## config.mk

```make
export PLATFORM = sky130hd
export DESIGN_NAME = at_response_line_classifier
export DESIGN_NICKNAME = d
export VERILOG_FILES = /design/src/sv/arlc_pkg.sv /design/src/sv/at_response_line_classifier.sv /design/src/sv/arlc_cfg.sv /design/src/sv/arlc_track.sv
export SDC_FILE = /design/constraint.sdc
export NUM_CORES = 1
export LEC_CHECK = 0
export ABC_CLOCK_PERIOD_IN_PS = 6340
export BUFFER_PORTS_ARGS = -buffer_cell sky130_fd_sc_hd__buf_2
export CAP_MARGIN = 40
export CORE_UTILIZATION = 50
export DETAILED_ROUTE_END_ITERATION = 8
export GPL_ROUTABILITY_DRIVEN = 1
export PLACE_DENSITY = 0.88
export SKIP_CTS_REPAIR_TIMING = 1
export SYNTH_ARGS = -nofsm -noshare
export SYNTH_HDL_FRONTEND = slang
export SYNTH_SLANG_ARGS = --single-unit
```

## constraint.sdc

```tcl
create_clock -name clk -period 6.34 [get_ports clk]
set_clock_uncertainty 0.1 [all_clocks]
set_input_delay 0.951 -clock clk [delete_from_list [all_inputs] [get_ports clk]]
set_output_delay 0.951 -clock clk [all_outputs]
set_load 0.005 [all_outputs]
```

## src/sv/arlc_pkg.sv

```systemverilog
// Shared types and constants for the AT response line classifier.
// Used by arlc_cfg, arlc_track, arlc_chk and the top level; no dependencies.
`timescale 1ns / 1ps
`default_nettype none

package arlc_pkg;

  // Default sizes
  localparam int LINE_MAX_DEF   = 256;
  localparam int PREFIX_MAX_DEF = 8;

  // Register port geometry: 64-bit registers at 8-byte spacing
  localparam int APB_DATA_W = 64;
  localparam int APB_ADDR_W = 5;

  // Register indexes
  typedef enum logic [1:0] {
    REG_PREFIX   = 2'd0,
    REG_PLEN     = 2'd1,
    REG_CMD      = 2'd2,
    REG_CAPACITY = 2'd3
  } reg_idx_t;

  localparam logic [8:0] CAPACITY_RESET = 9'd256;

  // Line classes
  typedef enum logic [2:0] {
    CLS_IGNORED     = 3'd0,
    CLS_RESPONSE    = 3'd1,
    CLS_OK          = 3'd2,
    CLS_ERROR       = 3'd3,
    CLS_UNSOLICITED = 3'd4
  } cls_t;

  // Characters
  localparam logic [7:0] CHAR_CR    = 8'h0D;
  localparam logic [7:0] CHAR_LF    = 8'h0A;
  localparam logic [7:0] CHAR_PLUS  = 8'h2B;
  localparam logic [7:0] CHAR_STAR  = 8'h2A;
  localparam logic [7:0] PRINT_LO   = 8'h20;
  localparam logic [7:0] PRINT_HI   = 8'h7E;

  localparam logic [7:0] OK_TEXT    [2] = '{8'h4F, 8'h4B};
  localparam logic [7:0] ERROR_TEXT [5] = '{8'h45, 8'h52, 8'h52, 8'h4F, 8'h52};

  // Configuration as seen by the line tracker
  typedef struct packed {
    logic [63:0] expected_prefix;
    logic [3:0]  prefix_length;
    logic        command_active;
    logic [8:0]  line_capacity;
  } cfg_t;

  // One finished-line result
  typedef struct packed {
    logic       valid;
    cls_t       cls;
    logic [3:0] offset;
    logic [7:0] length;
  } res_t;

endpackage

`default_nettype wire

```

## src/sv/at_response_line_classifier.sv

```systemverilog
// AT response line classifier: the rx byte input register, line tracker and
// line word output register. Depends on arlc_pkg, arlc_cfg and arlc_track.
//
// Usage:
//   Input channel rx_valid / rx_stall carries one received byte per word.
//   Output channel line_valid / line_stall carries one word per finished
//   non-empty line: line_class, param_offset and line_length.
//   Registers are written over the APB-style port at 8-byte spacing
//   (prefix, prefix length, command active, line capacity) while idle.
// Dataflow and throughput:
//   A taken byte is held in the input register, is processed by the line
//   tracker and its line word (if any) is loaded into the output register,
//   from where it can be taken. While line_stall is low one byte per cycle
//   is sustained; the line state is updated by one pass of shallow logic.
// Reset:
//   Synchronous rst empties both registers, restarts the line state and
//   returns the registers to their reset values (capacity 256).
// Stall:
//   A stalled line word holds. One more byte is still taken into the input
//   register behind it; rx_stall rises once that register is also full.
`timescale 1ns / 1ps
`default_nettype none

module at_response_line_classifier #(
  parameter int LINE_MAX   = arlc_pkg::LINE_MAX_DEF,
  parameter int PREFIX_MAX = arlc_pkg::PREFIX_MAX_DEF
) (
  input  wire logic                             clk,
  input  wire logic                             rst,
  // configuration port
  input  wire logic                             psel,
  input  wire logic                             penable,
  input  wire logic                             pwrite,
  input  wire logic [arlc_pkg::APB_ADDR_W-1:0]  paddr,
  input  wire logic [arlc_pkg::APB_DATA_W-1:0]  pwdata,
  output logic      [arlc_pkg::APB_DATA_W-1:0]  prdata,
  output logic                                  pready,
  // byte input
  input  wire logic                             rx_valid,
  output logic                                  rx_stall,
  input  wire logic [7:0]                       rx_byte,
  // line word output
  output logic                                  line_valid,
  input  wire logic                             line_stall,
  output logic      [2:0]                       line_class,
  output logic      [3:0]                       param_offset,
  output logic      [7:0]                       line_length
);

  arlc_pkg::cfg_t cfg;
  arlc_pkg::res_t res;

  logic       in_valid;
  logic [7:0] in_byte;
  logic       advance;
  logic       step;
  logic       rx_take;

  arlc_cfg u_cfg (
    .clk     (clk),
    .rst     (rst),
    .psel    (psel),
    .penable (penable),
    .pwrite  (pwrite),
    .paddr   (paddr),
    .pwdata  (pwdata),
    .prdata  (prdata),
    .pready  (pready),
    .cfg     (cfg)
  );

  // the output register can load when empty or being taken
  assign advance  = !line_valid || !line_stall;
  assign step     = in_valid && advance;
  assign rx_stall = in_valid && !advance;
  assign rx_take  = rx_valid && !rx_stall;

  // input register
  always_ff @(posedge clk) begin
    if (rst) begin
      in_valid <= 1'b0;
    end else if (rx_take) begin
      in_valid <= 1'b1;
    end else if (advance) begin
      in_valid <= 1'b0;
    end
  end

  always_ff @(posedge clk) begin
    if (rx_take) begin
      in_byte <= rx_byte;
    end
  end

  arlc_track #(
    .LINE_MAX   (LINE_MAX),
    .PREFIX_MAX (PREFIX_MAX)
  ) u_track (
    .clk     (clk),
    .rst     (rst),
    .step    (step),
    .rx_byte (in_byte),
    .cfg     (cfg),
    .res     (res)
  );

  // output register
  always_ff @(posedge clk) begin
    if (rst) begin
      line_valid <= 1'b0;
    end else if (advance) begin
      line_valid <= res.valid;
    end
  end

  always_ff @(posedge clk) begin
    if (advance && res.valid) begin
      line_class   <= res.cls;
      param_offset <= res.offset;
      line_length  <= res.length;
    end
  end

endmodule

`default_nettype wire

```

## src/sv/arlc_cfg.sv

```systemverilog
// Configuration registers behind the APB-style port.
// Depends on arlc_pkg.
`timescale 1ns / 1ps
`default_nettype none

module arlc_cfg (
  input  wire logic                             clk,
  input  wire logic                             rst,
  input  wire logic                             psel,
  input  wire logic                             penable,
  input  wire logic                             pwrite,
  input  wire logic [arlc_pkg::APB_ADDR_W-1:0]  paddr,
  input  wire logic [arlc_pkg::APB_DATA_W-1:0]  pwdata,
  output logic      [arlc_pkg::APB_DATA_W-1:0]  prdata,
  output logic                                  pready,
  output arlc_pkg::cfg_t                        cfg
);

  arlc_pkg::reg_idx_t idx;
  logic               wr_en;

  assign idx    = arlc_pkg::reg_idx_t'(paddr[4:3]);
  assign wr_en  = psel && penable && pwrite;
  assign pready = 1'b1;

  // register writes
  always_ff @(posedge clk) begin
    if (rst) begin
      cfg.expected_prefix <= '0;
      cfg.prefix_length   <= '0;
      cfg.command_active  <= 1'b0;
      cfg.line_capacity   <= arlc_pkg::CAPACITY_RESET;
    end else if (wr_en) begin
      case (idx)
        arlc_pkg::REG_PREFIX:   cfg.expected_prefix <= pwdata;
        arlc_pkg::REG_PLEN:     cfg.prefix_length   <= pwdata[3:0];
        arlc_pkg::REG_CMD:      cfg.command_active  <= pwdata[0];
        arlc_pkg::REG_CAPACITY: cfg.line_capacity   <= pwdata[8:0];
        default: ;
      endcase
    end
  end

  // read back
  always_comb begin
    case (idx)
      arlc_pkg::REG_PREFIX:   prdata = cfg.expected_prefix;
      arlc_pkg::REG_PLEN:     prdata = {60'd0, cfg.prefix_length};
      arlc_pkg::REG_CMD:      prdata = {63'd0, cfg.command_active};
      arlc_pkg::REG_CAPACITY: prdata = {55'd0, cfg.line_capacity};
      default:                prdata = '0;
    endcase
  end

endmodule

`default_nettype wire

```

## src/sv/arlc_track.sv

```systemverilog
// Per-line match tracking and classification of a finished line.
// Depends on arlc_pkg.
`timescale 1ns / 1ps
`default_nettype none

module arlc_track #(
  parameter int LINE_MAX   = arlc_pkg::LINE_MAX_DEF,
  parameter int PREFIX_MAX = arlc_pkg::PREFIX_MAX_DEF
) (
  input  wire logic           clk,
  input  wire logic           rst,
  input  wire logic           step,
  input  wire logic [7:0]     rx_byte,
  input  wire arlc_pkg::cfg_t cfg,
  output arlc_pkg::res_t      res
);

  localparam int CNT_W = $clog2(LINE_MAX);
  localparam int CAP_W = $clog2(LINE_MAX + 1);
  localparam int CMP_W = (CAP_W > 9) ? CAP_W : 9;

  // line state
  logic [CNT_W-1:0] char_count, char_count_next;
  logic             prefix_ok,  prefix_ok_next;
  logic             ok_ok,      ok_ok_next;
  logic             err_ok,     err_ok_next;
  logic             first_ps,   first_ps_next;

  logic             is_end, is_print;
  logic [CMP_W-1:0] pos_x, count_inc, cap_x, cap_eff;
  logic [3:0]       plen_eff;
  logic [2:0]       pidx, eidx;
  logic [7:0]       prefix_char;

  assign is_end   = (rx_byte == arlc_pkg::CHAR_CR) || (rx_byte == arlc_pkg::CHAR_LF);
  assign is_print = (rx_byte >= arlc_pkg::PRINT_LO) && (rx_byte <= arlc_pkg::PRINT_HI);

  assign pos_x     = CMP_W'(char_count);
  assign count_inc = pos_x + CMP_W'(1);
  assign cap_x     = CMP_W'(cfg.line_capacity);

  // effective prefix length and capacity
  assign plen_eff = (cfg.prefix_length > 4'(PREFIX_MAX)) ? 4'(PREFIX_MAX)
                                                         : cfg.prefix_length;
  always_comb begin
    if (cap_x == '0) begin
      cap_eff = CMP_W'(1);
    end else if (cap_x > CMP_W'(LINE_MAX)) begin
      cap_eff = CMP_W'(LINE_MAX);
    end else begin
      cap_eff = cap_x;
    end
  end

  // characters to compare at this position
  assign pidx        = 3'(char_count);
  assign eidx        = (pos_x < CMP_W'(5)) ? 3'(char_count) : 3'd0;
  assign prefix_char = cfg.expected_prefix[pidx*8 +: 8];

  // next line state and end-of-line result
  always_comb begin
    char_count_next = char_count;
    prefix_ok_next  = prefix_ok;
    ok_ok_next      = ok_ok;
    err_ok_next     = err_ok;
    first_ps_next   = first_ps;
    res.valid       = 1'b0;
    res.cls         = arlc_pkg::CLS_IGNORED;
    res.offset      = 4'd0;
    res.length      = 8'(char_count);

    if (step && is_end) begin
      res.valid = (char_count != '0);
      if (cfg.command_active) begin
        if ((plen_eff != 4'd0) && prefix_ok && (pos_x >= CMP_W'(plen_eff))) begin
          res.cls    = arlc_pkg::CLS_RESPONSE;
          res.offset = plen_eff + 4'd1;
        end else if (ok_ok && (pos_x == CMP_W'(2))) begin
          res.cls = arlc_pkg::CLS_OK;
        end else if (err_ok && (pos_x == CMP_W'(5))) begin
          res.cls = arlc_pkg::CLS_ERROR;
        end else if (!first_ps) begin
          res.cls = arlc_pkg::CLS_RESPONSE;
        end
      end
      if ((res.cls == arlc_pkg::CLS_IGNORED) && first_ps) begin
        res.cls = arlc_pkg::CLS_UNSOLICITED;
      end
      char_count_next = '0;
      prefix_ok_next  = 1'b1;
      ok_ok_next      = 1'b1;
      err_ok_next     = 1'b1;
      first_ps_next   = 1'b0;
    end else if (step && is_print) begin
      if ((pos_x < CMP_W'(plen_eff)) && (prefix_char != rx_byte)) begin
        prefix_ok_next = 1'b0;
      end
      if ((pos_x >= CMP_W'(2)) || (arlc_pkg::OK_TEXT[char_count[0]] != rx_byte)) begin
        ok_ok_next = 1'b0;
      end
      if ((pos_x >= CMP_W'(5)) || (arlc_pkg::ERROR_TEXT[eidx] != rx_byte)) begin
        err_ok_next = 1'b0;
      end
      if (char_count == '0) begin
        first_ps_next = (rx_byte == arlc_pkg::CHAR_PLUS) ||
                        (rx_byte == arlc_pkg::CHAR_STAR);
      end
      char_count_next = CNT_W'(count_inc);
      // capacity reached: the line restarts
      if (count_inc >= cap_eff) begin
        char_count_next = '0;
        prefix_ok_next  = 1'b1;
        ok_ok_next      = 1'b1;
        err_ok_next     = 1'b1;
        first_ps_next   = 1'b0;
      end
    end
  end

  always_ff @(posedge clk) begin
    if (rst) begin
      char_count <= '0;
      prefix_ok  <= 1'b1;
      ok_ok      <= 1'b1;
      err_ok     <= 1'b1;
      first_ps   <= 1'b0;
    end else begin
      char_count <= char_count_next;
      prefix_ok  <= prefix_ok_next;
      ok_ok      <= ok_ok_next;
      err_ok     <= err_ok_next;
      first_ps   <= first_ps_next;
    end
  end

endmodule

`default_nettype wire

```

==> flow_summary_export.csv <==
group,metric,value,unit
status,status,"finished with violations",
status,violations,"design-rule violations",
drt,drc,3,
sta,slew_headroom,0.411,
die,core,11600,um2
setup_path,critical_path.cell_chain,"buf_4 > and3_1 > and3_1 > nand3_1 > xnor2_1 > ha_1 > a21o_1 > a21o_1 > a211o_1 > a31o_4 > o21bai_2",
sta,final.setup.tns,0,ps
sta,min_period,3200,ps
logic_synthesis,syn_avg_cell_area,8.67,um2
cells_and_area,syn2layout_area_growth,25.3,%
pwr,power.switching,0.448,mW
die,die_y,112,um
drt,drtIter0Drc,376,
pwr,seqPwrFrac,0.422,
global_routing,grt-ovfl-total,0,
placement,place_congestion,0.882,
logic_synthesis,async_flop_share,0,
drt,num_vias,5629,
cells_and_area,nFillCells,889,
global_routing,grt_max_degree,82,
global_routing,groute.usage.overall,0.271,
cells_and_area,drive_gt1_frac,0.272,
drt,finalWirelength,16900,um
run,max_cap_violations,0,
logic_synthesis,netlist_top_cells_count,"nand2_1, dfxtp_1, a21oi_1",
clock_network,path_clk_slew,60,ps
sta,rsz0062_at_grt,"false",
clock_network,cts_max_path_buffers,2,
setup_path,arrival,3400,ps
global_routing,grt_pass1_wl,26400,um
placement,port_buffers,161,
setup_path,max_stage_delay,400,ps
pwr,p_comb_frac,0.063,
placement,hpwl,11700,um
drt,drt.antenna.violating_nets,0,
pwr,p_per_area,243,nW/um2
logic_synthesis,synth_fp_nets,799,
worst_hold_path,hp-class,"reg2reg",
logic_synthesis,synth.yosys.seq_area_share,0.421,
clock_network,cts_made_buffers,17,
cells_and_area,fin_nets,946,
pwr,swShare,0.245,
worst_hold_path,holdCritStartpoint,"u_track.err_ok",
setup_path,crit_path_end_kind,"flip-flop",
logic_synthesis,yosysUniqueCellTypes,61,
drt,routed_via_density,5.65,
worst_hold_path,holdPathEnd,"u_track.err_ok",
setup_path,crit_type,"reg2reg",
sta,setup_viol,0,
global_routing,antenna_found_initial,1,
setup_path,r2r_start,"u_track.char_count[0]",
sta,worstMarginPinSlew,884,ps
setup_path,worst-path-max-fanout,28,
sta,max_clock_freq,313,MHz
die,dieArea,12500,um2
pwr,max-vdd-ir-drop,0.197,mV
sta,worst_slack,3140,ps
logic_synthesis,yosysWarningCount,0,
die,die_x,112,um
logic_synthesis,ys.flop_type,"dfxtp_1",
logic_synthesis,synth_area,6010,um2
clock_network,cts_tree,"yes",
drt,dr.pass1.iters,7,
die,fp-row-count,39,
worst_hold_path,hold_depth,1,
setup_path,ff2ff_path_depth,11,
sta,report.final.hold_viol_count,0,
clock_network,clock-sinks,115,
logic_synthesis,synth.most_common_cell,"nand2_1",
logic_synthesis,netlist.area_leader.share,0.306,
logic_synthesis,ys_ff_latch,115,
setup_path,critPathSlowestCell,"buf_4",
setup_path,cp.required,6540,ps
logic_synthesis,synth_edf_count,23,
global_routing,grt_pass1_vias,5316,
logic_synthesis,yosys-top-cells-area,"dfxtp_1, edfxtp_1, nand2_1",
clock_network,cts_root_buffer,"clkbuf_16",
logic_synthesis,yosysTopAreaCell,"dfxtp_1",
placement,post-place-ws,3190,ps
pwr,power_frac_clock,0.516,
die,initial_core_util,0.520,
die,io_pins,166,
sta,min_period_over_period,0.505,
setup_path,reg2reg_slack,3140,ps
setup_path,rr_endpoint,"u_track.prefix_ok",
setup_path,cp-start-kind,"flip-flop",
clock_network,htree_levels,4,
cells_and_area,diodes,0,
pwr,leakage,3.18,nW
pwr,internal-power,1.38,mW
clock_network,insertion_delay,420,ps
sta,drv_slew,0,
logic_synthesis,syn-instance-count,694,
drt,avgRoutedWirePerCell,17.0,um
worst max-delay path, delay by kind of cell, from the launching register on:
| kind | cells | cell delay [ps] |
|---|---|---|
| XOR/XNOR | 1 | 170 |
| AO/OA/AOI/OAI | 5 | 1100 |
| flip-flops | 1 | 330 |
| AND/OR/NAND/NOR | 3 | 670 |
| adder cells (fa/ha/maj) | 1 | 320 |
| buffers and inverters | 1 | 400 |
cells by family (layout without fill, tap and decap cells):
kind of cell	count (synthesis)	in the layout	share of synthesized area
adder cells (fa/ha/maj)	21	21	0.0437
multiplexers	44	44	0.0924
flip-flops	115	115	0.421
XOR/XNOR	19	19	0.0277
buffers and inverters	56	216	0.0389
other	1	1	0.000623
AO/OA/AOI/OAI	121	121	0.127
AND/OR/NAND/NOR	317	317	0.249
layer usage:
metal | part of all wire | track usage | up-vias | routed length (um)
met5 | 0 | 0 | - | 0
met4 | 0.039 | 0.126 | 0 | 656
met3 | 0.077 | 0.0757 | 55 | 1310
met2 | 0.50 | 0.465 | 267 | 8410
met1 | 0.39 | 0.313 | 2632 | 6530
li1 | - | - | 2675 | -
cells in the final DEF (no fill, tap or decap), types with 3 or more instances in the layout:
| cell type | instances |
|---|---|
| clkbuf_16 | 18 |
| xor2_1 | 11 |
| buf_4 | 6 |
| mux4_2 | 9 |
| a21oi_1 | 74 |
| nand4_1 | 4 |
| o21ai_0 | 7 |
| nand3_1 | 7 |
| clkinv_4 | 4 |
| nor3_1 | 3 |
| nand2b_1 | 4 |
| nor2_1 | 34 |
| nand2_1 | 164 |
| buf_2 | 161 |
| and3_1 | 9 |
| a22oi_1 | 4 |
| inv_1 | 11 |
| mux2i_1 | 33 |
| a21o_1 | 7 |
| a22o_1 | 5 |
| inv_6 | 3 |
| nor4_1 | 6 |
| and2_1 | 57 |
| edfxtp_1 | 23 |
| dfxtp_1 | 92 |
| ha_1 | 21 |
| xnor2_1 | 8 |
| nor2b_1 | 9 |
| nor3b_1 | 4 |
through the flow:
step           total power [mW]   util  instance area [um2]  instances  hold slack [ps]
6_report                   1.83  0.652                 7540        997              357
5_1_grt                    1.88  0.652                 7540        997              373
4_1_cts                    1.83  0.652                 7540        997              361
3_5_place_dp              0.900  0.601                 6950        965              347
3_3_place_gp              0.896  0.594                 6870        960              327
2_1_floorplan             0.851      -                 6010        694              318
registers in the layout, indices dropped and copies added, names as in the netlist, 3 cells and up:
signal              count
line_class              3
u_cfg.cfg              78
in_byte                 8
param_offset            4
u_track.char_count      8
line_length             8
cell type report:
| cell class | count | area (um2) | area share |
|---|---|---|---|
| tap | 143 | 179 | 0.0237 |
| clock inverter | 13 | 121 | 0.0161 |
| timing repair buffer | 171 | 930 | 0.123 |
| sequential | 115 | 2530 | 0.336 |
| clock buffer | 19 | 464 | 0.0616 |
| multi-input combinational | 523 | 3260 | 0.433 |
| inverter | 13 | 48.8 | 0.00647 |
power groups by stage:
stage	combinational, mW	clock [mW]	sequential, mW
floorplan	0.0694	0	0.781
global placement	0.109	0	0.787
detailed placement	0.112	0	0.788
CTS	0.113	0.949	0.772
global route	0.124	0.985	0.774
finish	0.115	0.945	0.773
worst max path at each step:
stage                                      from                end  slack (ps)  cells after the start
after floorplan           u_track.char_count[0]  u_track.prefix_ok        3220                     13
after global placement                 paddr[4]          prdata[7]        2830                      4
after CTS                 u_track.char_count[0]  u_track.prefix_ok        3170                     11
after detailed placement               paddr[4]          prdata[7]        3190                      5
after global routing      u_track.char_count[0]  u_track.prefix_ok        3070                     11
final                     u_track.char_count[0]  u_track.prefix_ok        3140                     11
Power figures use the tool's default switching activity.
